**config.mk**
```make
export PLATFORM = sky130hd
export DESIGN_NAME = uart_frame_sync_checksum
export DESIGN_NICKNAME = d
export VERILOG_FILES = /design/src/rtl/ufsc_pkg.sv /design/src/rtl/ufsc_front.sv /design/src/rtl/ufsc_queue.sv /design/src/rtl/ufsc_back.sv /design/src/rtl/uart_frame_sync_checksum.sv
export SDC_FILE = /design/constraint.sdc
export NUM_CORES = 1
export LEC_CHECK = 0
export ABC_CLOCK_PERIOD_IN_PS = 15500
export BUFFER_PORTS_ARGS = -buffer_cell sky130_fd_sc_hd__buf_2
export CORE_MARGIN = 2
export CORE_UTILIZATION = 56
export CTS_BUF_LIST = sky130_fd_sc_hd__clkbuf_4 sky130_fd_sc_hd__clkbuf_8 sky130_fd_sc_hd__clkbuf_16
export DETAILED_ROUTE_END_ITERATION = 7
export GPL_TIMING_DRIVEN = 1
export PLACE_DENSITY = 0.8
export SLEW_MARGIN = 5
export SYNTH_ARGS = -nofsm -noshare
export SYNTH_HDL_FRONTEND = slang
export SYNTH_SLANG_ARGS = --single-unit
```
**constraint.sdc**
```tcl
create_clock -name clk -period 15.5 [get_ports clk]
set_clock_uncertainty 0.2 [all_clocks]
set_input_delay 1.55 -clock clk [delete_from_list [all_inputs] [get_ports clk]]
set_output_delay 1.55 -clock clk [all_outputs]
set_load 0.02 [all_outputs]
```
**src/rtl/ufsc_pkg.sv**
```systemverilog
package ufsc_pkg;

	// register indexes on the configuration port
	localparam logic [1:0] REG_FRAME_MODE   = 2'd0;
	localparam logic [1:0] REG_VALUE_OFFSET = 2'd1;

	// frame layout
	localparam logic [7:0] HDR_FF    = 8'hFF;
	localparam logic [7:0] HDR_AA    = 8'hAA;
	localparam logic [3:0] LAST_XOR  = 4'd13;
	localparam logic [3:0] LAST_SUM  = 4'd14;
	localparam logic [3:0] OFFSET_RESET = 4'd3;

	// angle unwrapping
	localparam int STEP_LIMIT = 34000;
	localparam int TURN       = 36000;

	// default sizes
	localparam int FRAME_BYTES_DEF   = 16;
	localparam int ROTATION_BITS_DEF = 16;
	localparam int QUEUE_DEPTH_DEF   = 4;

	// header hunt phases
	typedef enum logic [1:0] {
		PH_HUNT,
		PH_SECOND,
		PH_COLLECT
	} phase_t;

	// one finished frame as handed from front to back
	typedef struct packed {
		logic        status;
		logic        mode;
		logic [15:0] word;
	} frame_rec_t;

endpackage

```
**src/rtl/ufsc_front.sv**
```systemverilog
module ufsc_front #(
	parameter int FRAME_BYTES = ufsc_pkg::FRAME_BYTES_DEF,
	parameter int QUEUE_DEPTH = ufsc_pkg::QUEUE_DEPTH_DEF
) (
	input  logic                               clk,
	input  logic                               arst_n,
	input  logic                               rx_valid,
	output logic                               rx_stall,
	input  logic [7:0]                         rx_byte,
	input  logic                               cfg_valid,
	input  logic [1:0]                         cfg_index,
	input  logic [3:0]                         cfg_data,
	input  logic [$clog2(QUEUE_DEPTH+1)-1:0]   q_level,
	output logic                               push,
	output ufsc_pkg::frame_rec_t               push_rec
);

	localparam int AW = $clog2(FRAME_BYTES);

	typedef enum logic [1:0] {
		SRC_MEM,
		SRC_LAST,
		SRC_ZERO
	} src_t;

	ufsc_pkg::phase_t phase_q, phase_d;
	logic [3:0] idx_q, idx_d;
	logic [7:0] acc_q, acc_d;
	logic       mode_q;
	logic [3:0] off_q;

	logic [7:0] mem [FRAME_BYTES];
	logic          we;
	logic [AW-1:0] waddr;
	logic          fin;
	logic          rx_acc;
	logic          cfg_mode_wr;
	logic [3:0]    last;
	logic [4:0]    lo_pos, hi_pos;

	logic       v_s1;
	logic       status_s1, mode_s1;
	logic [7:0] b_s1, rd_lo_s1, rd_hi_s1;
	src_t       lo_src_s1, hi_src_s1;
	logic [7:0] lo_byte, hi_byte;

	// where a byte of the value comes from at the end of a frame
	function automatic src_t byte_src(input logic [4:0] pos, input logic [3:0] lst);
		src_t r;
		if (pos == {1'b0, lst})
			r = SRC_LAST;
		else if (pos > {1'b0, lst})
			r = SRC_ZERO;
		else
			r = SRC_MEM;
		return r;
	endfunction

	// stall while queued plus finishing frames reach depth minus one
	assign rx_stall    = (int'(q_level) + int'(v_s1)) >= (QUEUE_DEPTH - 1);
	assign rx_acc      = rx_valid && !rx_stall;
	assign cfg_mode_wr = cfg_valid && (cfg_index == ufsc_pkg::REG_FRAME_MODE);
	assign last        = mode_q ? ufsc_pkg::LAST_SUM : ufsc_pkg::LAST_XOR;
	assign lo_pos      = {1'b0, off_q};
	assign hi_pos      = {1'b0, off_q} + 5'd1;

	// configuration registers
	always_ff @(posedge clk or negedge arst_n) begin
		if (!arst_n) begin
			mode_q <= 1'b0;
			off_q  <= ufsc_pkg::OFFSET_RESET;
		end else if (cfg_valid) begin
			case (cfg_index)
				ufsc_pkg::REG_FRAME_MODE:   mode_q <= cfg_data[0];
				ufsc_pkg::REG_VALUE_OFFSET: off_q  <= cfg_data;
				default: ;
			endcase
		end
	end

	// header hunt and frame collection
	always_comb begin
		phase_d = phase_q;
		idx_d   = idx_q;
		acc_d   = acc_q;
		we      = 1'b0;
		waddr   = AW'(idx_q);
		fin     = 1'b0;
		if (rx_acc) begin
			case (phase_q)
				ufsc_pkg::PH_COLLECT: begin
					we = 1'b1;
					if (idx_q < last) begin
						if (idx_q >= 4'd2)
							acc_d = mode_q ? acc_q + rx_byte : acc_q ^ rx_byte;
						idx_d = idx_q + 4'd1;
					end else begin
						fin     = 1'b1;
						phase_d = ufsc_pkg::PH_HUNT;
						idx_d   = '0;
						acc_d   = '0;
					end
				end
				ufsc_pkg::PH_SECOND: begin
					if (rx_byte == ufsc_pkg::HDR_FF) begin
						we      = 1'b1;
						waddr   = AW'(1);
						idx_d   = 4'd2;
						acc_d   = '0;
						phase_d = ufsc_pkg::PH_COLLECT;
					end else begin
						phase_d = ufsc_pkg::PH_HUNT;
					end
				end
				default: begin
					phase_d = ufsc_pkg::PH_HUNT;
					if (!mode_q) begin
						if (rx_byte == ufsc_pkg::HDR_FF) begin
							we      = 1'b1;
							waddr   = '0;
							phase_d = ufsc_pkg::PH_SECOND;
						end
					end else if (rx_byte == ufsc_pkg::HDR_AA) begin
						we      = 1'b1;
						waddr   = '0;
						idx_d   = 4'd1;
						acc_d   = '0;
						phase_d = ufsc_pkg::PH_COLLECT;
					end
				end
			endcase
		end
		// a mode change drops any partial frame
		if (cfg_mode_wr) begin
			phase_d = ufsc_pkg::PH_HUNT;
			idx_d   = '0;
			acc_d   = '0;
		end
	end

	// hunt state registers
	always_ff @(posedge clk or negedge arst_n) begin
		if (!arst_n) begin
			phase_q <= ufsc_pkg::PH_HUNT;
			idx_q   <= '0;
			acc_q   <= '0;
		end else begin
			phase_q <= phase_d;
			idx_q   <= idx_d;
			acc_q   <= acc_d;
		end
	end

	// frame byte store
	always_ff @(posedge clk) begin
		if (we)
			mem[waddr] <= rx_byte;
	end

	// finish stage valid
	always_ff @(posedge clk or negedge arst_n) begin
		if (!arst_n)
			v_s1 <= 1'b0;
		else
			v_s1 <= fin;
	end

	// finish stage payload and store reads
	always_ff @(posedge clk) begin
		if (fin) begin
			status_s1 <= (acc_q != rx_byte);
			mode_s1   <= mode_q;
			b_s1      <= rx_byte;
			lo_src_s1 <= byte_src(lo_pos, last);
			hi_src_s1 <= byte_src(hi_pos, last);
			rd_lo_s1  <= mem[lo_pos[AW-1:0]];
			rd_hi_s1  <= mem[hi_pos[AW-1:0]];
		end
	end

	// pick the value bytes
	always_comb begin
		case (lo_src_s1)
			SRC_MEM:  lo_byte = rd_lo_s1;
			SRC_LAST: lo_byte = b_s1;
			default:  lo_byte = '0;
		endcase
		case (hi_src_s1)
			SRC_MEM:  hi_byte = rd_hi_s1;
			SRC_LAST: hi_byte = b_s1;
			default:  hi_byte = '0;
		endcase
	end

	assign push            = v_s1;
	assign push_rec.status = status_s1;
	assign push_rec.mode   = mode_s1;
	assign push_rec.word   = {hi_byte, lo_byte};

	// accumulator is clear whenever no frame is open
	a_acc_clear: assert property (@(posedge clk) disable iff (!arst_n)
		(phase_q != ufsc_pkg::PH_COLLECT) |-> (acc_q == 8'd0))
		else $error("checksum accumulator not clear outside a frame");

	// byte index stays inside the frame while collecting
	a_idx_range: assert property (@(posedge clk) disable iff (!arst_n)
		(phase_q == ufsc_pkg::PH_COLLECT) |-> (idx_q >= 4'd1 && idx_q <= ufsc_pkg::LAST_SUM))
		else $error("byte index outside the frame");

	// two frames cannot finish on consecutive cycles
	a_fin_gap: assert property (@(posedge clk) disable iff (!arst_n)
		v_s1 |=> !v_s1)
		else $error("frames finished back to back");

endmodule

```
**src/rtl/ufsc_queue.sv**
```systemverilog
module ufsc_queue #(
	parameter int QUEUE_DEPTH = ufsc_pkg::QUEUE_DEPTH_DEF
) (
	input  logic                              clk,
	input  logic                              arst_n,
	input  logic                              push,
	input  ufsc_pkg::frame_rec_t              push_rec,
	input  logic                              pop,
	output ufsc_pkg::frame_rec_t              head_rec,
	output logic                              nonempty,
	output logic [$clog2(QUEUE_DEPTH+1)-1:0]  level
);

	localparam int PW = (QUEUE_DEPTH > 1) ? $clog2(QUEUE_DEPTH) : 1;
	localparam int LW = $clog2(QUEUE_DEPTH + 1);

	ufsc_pkg::frame_rec_t ent_q [QUEUE_DEPTH];
	logic [PW-1:0] wr_ptr_q, rd_ptr_q;
	logic [LW-1:0] level_q;

	function automatic logic [PW-1:0] ptr_inc(input logic [PW-1:0] p);
		logic [PW-1:0] r;
		if (int'(p) == QUEUE_DEPTH - 1)
			r = '0;
		else
			r = p + PW'(1);
		return r;
	endfunction

	assign head_rec = ent_q[rd_ptr_q];
	assign nonempty = (level_q != '0);
	assign level    = level_q;

	// entry storage
	always_ff @(posedge clk) begin
		if (push)
			ent_q[wr_ptr_q] <= push_rec;
	end

	// pointers and fill level
	always_ff @(posedge clk or negedge arst_n) begin
		if (!arst_n) begin
			wr_ptr_q <= '0;
			rd_ptr_q <= '0;
			level_q  <= '0;
		end else begin
			if (push)
				wr_ptr_q <= ptr_inc(wr_ptr_q);
			if (pop)
				rd_ptr_q <= ptr_inc(rd_ptr_q);
			if (push && !pop)
				level_q <= level_q + LW'(1);
			else if (pop && !push)
				level_q <= level_q - LW'(1);
		end
	end

	// no push into a full queue
	a_no_overflow: assert property (@(posedge clk) disable iff (!arst_n)
		push |-> (int'(level_q) < QUEUE_DEPTH))
		else $error("push into full queue");

	// no pop from an empty queue
	a_no_underflow: assert property (@(posedge clk) disable iff (!arst_n)
		pop |-> nonempty)
		else $error("pop from empty queue");

	// a push without a pop raises the level by one
	a_level_step: assert property (@(posedge clk) disable iff (!arst_n)
		(push && !pop) |=> (level_q == $past(level_q) + LW'(1)))
		else $error("queue level did not follow a push");

endmodule

```
**src/rtl/ufsc_back.sv**
```systemverilog
module ufsc_back #(
	parameter int ROTATION_BITS = ufsc_pkg::ROTATION_BITS_DEF
) (
	input  logic                  clk,
	input  logic                  arst_n,
	input  ufsc_pkg::frame_rec_t  head_rec,
	input  logic                  nonempty,
	output logic                  pop,
	output logic                  frame_valid,
	input  logic                  frame_stall,
	output logic                  frame_status,
	output logic signed [15:0]    value_word,
	output logic signed [31:0]    unwrapped_angle
);

	localparam int RB = ROTATION_BITS;

	logic [RB-1:0] rot_q;
	logic [15:0]   prev_q;

	logic                 adv;
	logic [15:0]          neg;
	logic signed [16:0]   step;
	logic                 good;
	logic [RB-1:0]        rc_new, rc_d;
	logic [15:0]          pa_d;

	logic                 v_s1, v_s2, out_v_q;
	logic                 st_s1, st_s2, st_q;
	logic [15:0]          word_s1, word_s2, word_q;
	logic [RB-1:0]        rc_s1;
	logic [15:0]          pa_s1, pa_s2;
	logic signed [31:0]   prod_s2, angle_q;

	assign adv = !out_v_q || !frame_stall;
	assign pop = adv && nonempty;

	// value negation (frame mode 1 only) and angle step
	always_comb begin
		neg    = head_rec.mode ? 16'(16'd0 - head_rec.word) : head_rec.word;
		step   = {neg[15], neg} - {prev_q[15], prev_q};
		good   = head_rec.mode && !head_rec.status;
		rc_new = rot_q;
		if (int'(step) < -ufsc_pkg::STEP_LIMIT)
			rc_new = rot_q + RB'(1);
		else if (int'(step) > ufsc_pkg::STEP_LIMIT)
			rc_new = rot_q - RB'(1);
		if (!head_rec.mode) begin
			rc_d = '0;
			pa_d = '0;
		end else if (good) begin
			rc_d = rc_new;
			pa_d = neg;
		end else begin
			rc_d = rot_q;
			pa_d = prev_q;
		end
	end

	// rotation state
	always_ff @(posedge clk or negedge arst_n) begin
		if (!arst_n) begin
			rot_q  <= '0;
			prev_q <= '0;
		end else if (pop && good) begin
			rot_q  <= rc_new;
			prev_q <= neg;
		end
	end

	// pipeline valids
	always_ff @(posedge clk or negedge arst_n) begin
		if (!arst_n) begin
			v_s1    <= 1'b0;
			v_s2    <= 1'b0;
			out_v_q <= 1'b0;
		end else if (adv) begin
			v_s1    <= nonempty;
			v_s2    <= v_s1;
			out_v_q <= v_s2;
		end
	end

	// pipeline payload: decode, multiply, add
	always_ff @(posedge clk) begin
		if (adv) begin
			st_s1   <= head_rec.status;
			word_s1 <= neg;
			rc_s1   <= rc_d;
			pa_s1   <= pa_d;
			st_s2   <= st_s1;
			word_s2 <= word_s1;
			pa_s2   <= pa_s1;
			prod_s2 <= 32'(signed'(rc_s1)) * 32'(ufsc_pkg::TURN);
			st_q    <= st_s2;
			word_q  <= word_s2;
			angle_q <= prod_s2 + 32'(signed'(pa_s2));
		end
	end

	assign frame_valid     = out_v_q;
	assign frame_status    = st_q;
	assign value_word      = signed'(word_q);
	assign unwrapped_angle = angle_q;

	// rotation state only moves on a popped good frame
	a_rot_hold: assert property (@(posedge clk) disable iff (!arst_n)
		!(pop && good) |=> ($stable(rot_q) && $stable(prev_q)))
		else $error("rotation state changed without a good frame");

	// a stalled pipeline does not pop
	a_hold_no_pop: assert property (@(posedge clk) disable iff (!arst_n)
		(out_v_q && frame_stall) |-> !pop)
		else $error("pop while output is stalled");

	// a step inside the limits leaves the count alone
	a_small_step: assert property (@(posedge clk) disable iff (!arst_n)
		(pop && good && int'(step) >= -ufsc_pkg::STEP_LIMIT
			&& int'(step) <= ufsc_pkg::STEP_LIMIT) |=> (rot_q == $past(rot_q)))
		else $error("rotation count moved on a small step");

endmodule

```
**src/rtl/uart_frame_sync_checksum.sv**
```systemverilog
// channel   dir   handshake                   payload
// rx        in    rx_valid / rx_stall         rx_byte
// frame     out   frame_valid / frame_stall   frame_status, value_word, unwrapped_angle
// cfg       in    cfg_valid / cfg_ready       cfg_index, cfg_data
//
// one byte is taken per cycle while rx_stall is low
// the byte store and the checksum update in the front part set the one-byte-per-cycle pace
// rx_stall rises when queued plus finishing frames come within one entry of a full queue
// a stalled result holds the back pipeline; bytes keep flowing until rx_stall rises
// arst_n clears hunt state, queue, rotation count and previous angle; cfg_ready is always high
module uart_frame_sync_checksum #(
	parameter int FRAME_BYTES   = ufsc_pkg::FRAME_BYTES_DEF,
	parameter int ROTATION_BITS = ufsc_pkg::ROTATION_BITS_DEF,
	parameter int QUEUE_DEPTH   = ufsc_pkg::QUEUE_DEPTH_DEF
) (
	input  logic               clk,
	input  logic               arst_n,
	input  logic               rx_valid,
	output logic               rx_stall,
	input  logic [7:0]         rx_byte,
	output logic               frame_valid,
	input  logic               frame_stall,
	output logic               frame_status,
	output logic signed [15:0] value_word,
	output logic signed [31:0] unwrapped_angle,
	input  logic               cfg_valid,
	output logic               cfg_ready,
	input  logic [1:0]         cfg_index,
	input  logic [3:0]         cfg_data
);

	logic                                push;
	ufsc_pkg::frame_rec_t                push_rec;
	logic                                pop;
	ufsc_pkg::frame_rec_t                head_rec;
	logic                                nonempty;
	logic [$clog2(QUEUE_DEPTH+1)-1:0]    q_level;

	assign cfg_ready = 1'b1;

	// header hunt, byte store, checksum
	ufsc_front #(
		.FRAME_BYTES (FRAME_BYTES),
		.QUEUE_DEPTH (QUEUE_DEPTH)
	) u_front (
		.clk       (clk),
		.arst_n    (arst_n),
		.rx_valid  (rx_valid),
		.rx_stall  (rx_stall),
		.rx_byte   (rx_byte),
		.cfg_valid (cfg_valid),
		.cfg_index (cfg_index),
		.cfg_data  (cfg_data),
		.q_level   (q_level),
		.push      (push),
		.push_rec  (push_rec)
	);

	// finished frames waiting for the back part
	ufsc_queue #(
		.QUEUE_DEPTH (QUEUE_DEPTH)
	) u_queue (
		.clk      (clk),
		.arst_n   (arst_n),
		.push     (push),
		.push_rec (push_rec),
		.pop      (pop),
		.head_rec (head_rec),
		.nonempty (nonempty),
		.level    (q_level)
	);

	// value negation, angle unwrapping, result register
	ufsc_back #(
		.ROTATION_BITS (ROTATION_BITS)
	) u_back (
		.clk             (clk),
		.arst_n          (arst_n),
		.head_rec        (head_rec),
		.nonempty        (nonempty),
		.pop             (pop),
		.frame_valid     (frame_valid),
		.frame_stall     (frame_stall),
		.frame_status    (frame_status),
		.value_word      (value_word),
		.unwrapped_angle (unwrapped_angle)
	);

endmodule

```
==> run_results.csv <==
group,metric,value,unit
status,outcome,"finished, final reports clean",
cts,postCtsSetupBuffers,0,
timing,relSlewSlack,21.0,%
logic_synthesis,synth_most_common_cell,"edfxtp_1",
floorplan,io-pin-count,71,
timing,hold_viol,0,
critical_path,critPathMaxFanout,31,
grt,grt_pass1_wl,84300,microns
timing,finalSetupTns,0,ps
logic_synthesis,synthTopCellsByCount,"388 x edfxtp_1, 152 x ha_1, 130 x nand2_1",
finish,n_antenna_cell,0,
worst_hold_path,hold_class,"flip-flop to flip-flop",
critical_path,endpoint_kind,"flip-flop",
cts,clock-sinks,450,
critical_path,crit_arrival,6380,ps
grt,grt_overflow_total,0,
logic_synthesis,synth_area_leaders,"edfxtp_1 47%, mux4_2 8.8%, ha_1 7.7%, dfrtp_1 6.1%, fa_1 3.3%",
routing,ant_nets,0,
grt,track_usage,23.8,%
timing,rsz0062_at_grt,"false",
cts,root_buffer,"clkbuf_16",
finish,regArea,13200,sq um
logic_synthesis,syn-num-nets,2045,
floorplan,die_area,45700,sq um
place,place_congestion,0.854,
logic_synthesis,synthDistinctLibCells,87,
timing,finalCritPeriodShare,40.3,%
logic_synthesis,syn_avg_cell_area,13.4,sq um
finish,area_delta_synth_final,10.7,%
cts,clk_latency,600,ps
cts,cts_resized,0,
logic_synthesis,synth_area_leader_cell,"edfxtp_1",
logic_synthesis,ys_async_sr_fraction,13.8,%
critical_path,crit_family,"simple AND/OR/NAND/NOR gates",
routing,drt-initial-drc-count,1293,
place,dpl.hpwl,34900,microns
logic_synthesis,synth_top_area_share,47.3,%
critical_path,rr_worst_depth,16,
cts,max-clock-path-buffers,3,
job,drv_cap,0,
critical_path,cp_data_required_time,15630,ps
logic_synthesis,synth_edf_count,388,
routing,post-route-drc-count,0,
timing,min_period,6250,ps
routing,drt-pass1-iter-count,7,
logic_synthesis,synthCells,1834,
cts,postCtsHoldBufs,0,
floorplan,initial_utilization,56.9,%
critical_path,crit_path_cell_trace,"buf_4 -> mux2i_1 -> mux2_2 -> a31oi_1 -> nor2_1 -> nand2_1 -> xor2_1 -> ha_1 -> nand3_1 -> a2111oi_2 -> nor3_1 -> nor3b_1 -> and2_1 -> nand2_1 -> o32ai_1 -> mux2i_1",
routing,vias,15400,
critical_path,crit_cells,16,
finish,nFillCells,3125,
floorplan,rows,76,
cts,cts_made_buffers,48,
cts,cts_tree,"done",
logic_synthesis,ys_seq_area_share,53.6,%
timing,worst_slew_pin_slew,1180,ps
critical_path,startpoint_type,"flip-flop",
floorplan,die_h,214,microns
place,place_area,25600,sq um
cts,htree_num_levels,2,
finish,drive_above_1_share,17.0,%
timing,setup_violations,0,
floorplan,core,43300,sq um
finish,final_cell_area,27300,sq um
grt,antenna_found_initial,0,
routing,wl_per_cell,20.3,microns
floorplan,dieWidth,214,microns
critical_path,critical_path_class,"flip-flop to flip-flop",
logic_synthesis,ys_ff_latch,450,
cts,cts.clk_slew.worst_paths,60,ps
logic_synthesis,synth_area,24600,sq um
critical_path,crit_buf_inv,1,
logic_synthesis,yosysWarningCount,0,
finish,final_nets,2115,
critical_path,slowest_delay,690,ps
timing,clock.fmax,160,MHz
worst_hold_path,hold_path_depth,0,
grt,first_global_vias,15800,
timing,timing.hold.ws,219,ps
critical_path,slowest_stage,"mux2_2",
routing,routed_via_density,6.09,
place,io_buffers,69,
timing,maxSlewViolCount,0,
finish,multiInputGateArea,10700,sq um
finish,utilization,63.0,%
grt,grt_max_degree,71,
logic_synthesis,ys.flop_type,"edfxtp_1",
routing,routed_wl,51300,microns
==> final cells by class <==
cell class                      instances  area share [%]
Sequential cell                       450            48.4
Multi-Input combinational cell       1192            39.2
Clock buffer                           60            4.78
Tap cell                              585            2.68
Timing Repair Buffer                   86            1.73
Inverter                              126            1.73
Clock inverter                         30            1.39
==> cells in the final DEF, fill, tap and decap left out, types with 13 or more instances in the layout <==
master and count:
edfxtp_1 388, clkbuf_16 48, buf_2 69, nand2_1 129, nor2_1 103, xnor2_1 52
a21oi_1 69, nor3_1 26, fa_1 40, nand2b_1 22, and3_1 15, ha_1 152
mux2i_1 43, inv_1 125, a21o_1 33, nand3_1 33, mux4_2 96, a211oi_1 17
or2_2 15, buf_4 17, o21a_1 16, dfrtp_1 60, or3_1 15, o21ai_0 67
xor2_1 43, mux2_2 13
==> registers in the layout (all words and copies together), names as in the netlist, 27 cells and up <==
signal                  cells
u_back.prod_s2             27
u_back.unwrapped_angle     32
u_queue.ent_q              72
u_front.mem               128
==> through the flow <==
step	worst slack (ps)	cells
floorplan	7920	1834
global route	8490	2529
global placement	9440	2439
detailed placement	9230	2439
CTS	9190	2529
finish	9250	2529
==> worst reg2reg max path: cells and delay by family (launching register included) <==
kind                     cells  cell delay (ps)
flip-flops                   1              670
multiplexers                 3             1120
adder cells (fa/ha/maj)      1              310
AND/OR/NAND/NOR              7             1790
XOR/XNOR                     1              390
buffers and inverters        1              380
AO/OA/AOI/OAI                3             1110
==> metal layers <==
metal	GRT usage [%]	share of wire, %	vias to the layer above
li1	-	-	7098
met1	29.7	40	7687
met2	42.0	51	499
met3	3.46	5.3	118
met4	9.12	3.5	0
met5	0	0	-
==> kinds of logic (layout without fill, tap and decap cells) <==
group	after synthesis	in the layout	share of synthesized area (%)
flops	450	450	53.6
simple gates	431	431	8.65
compound gates	320	320	9.21
fa+ha+maj	192	192	11.0
buf+inv	192	302	3.01
mux	153	153	11.2
xor+xnor	95	95	3.38
other cells	1	1	0.0152
==> worst paths after layout <==
path / startpoint / slack [ps] / endpoint
min in group asynchronous: arst_n / 660 / u_back.prev_q[0]
worst max-delay path: u_queue.rd_ptr_q[0] / 9250 / u_back.rc_s1[14]
worst max register to register: u_queue.rd_ptr_q[0] / 9250 / u_back.rc_s1[14]
worst min-delay path: u_back.pa_s1[5] / 220 / u_back.pa_s2[5]
max in group asynchronous: arst_n / 13340 / u_back.rot_q[11]
worst min register to register: u_back.pa_s1[5] / 220 / u_back.pa_s2[5]
Power is left out: the tool's default activity adds up to more than one toggle a clock period on the data nets, which glitch-free logic cannot reach.
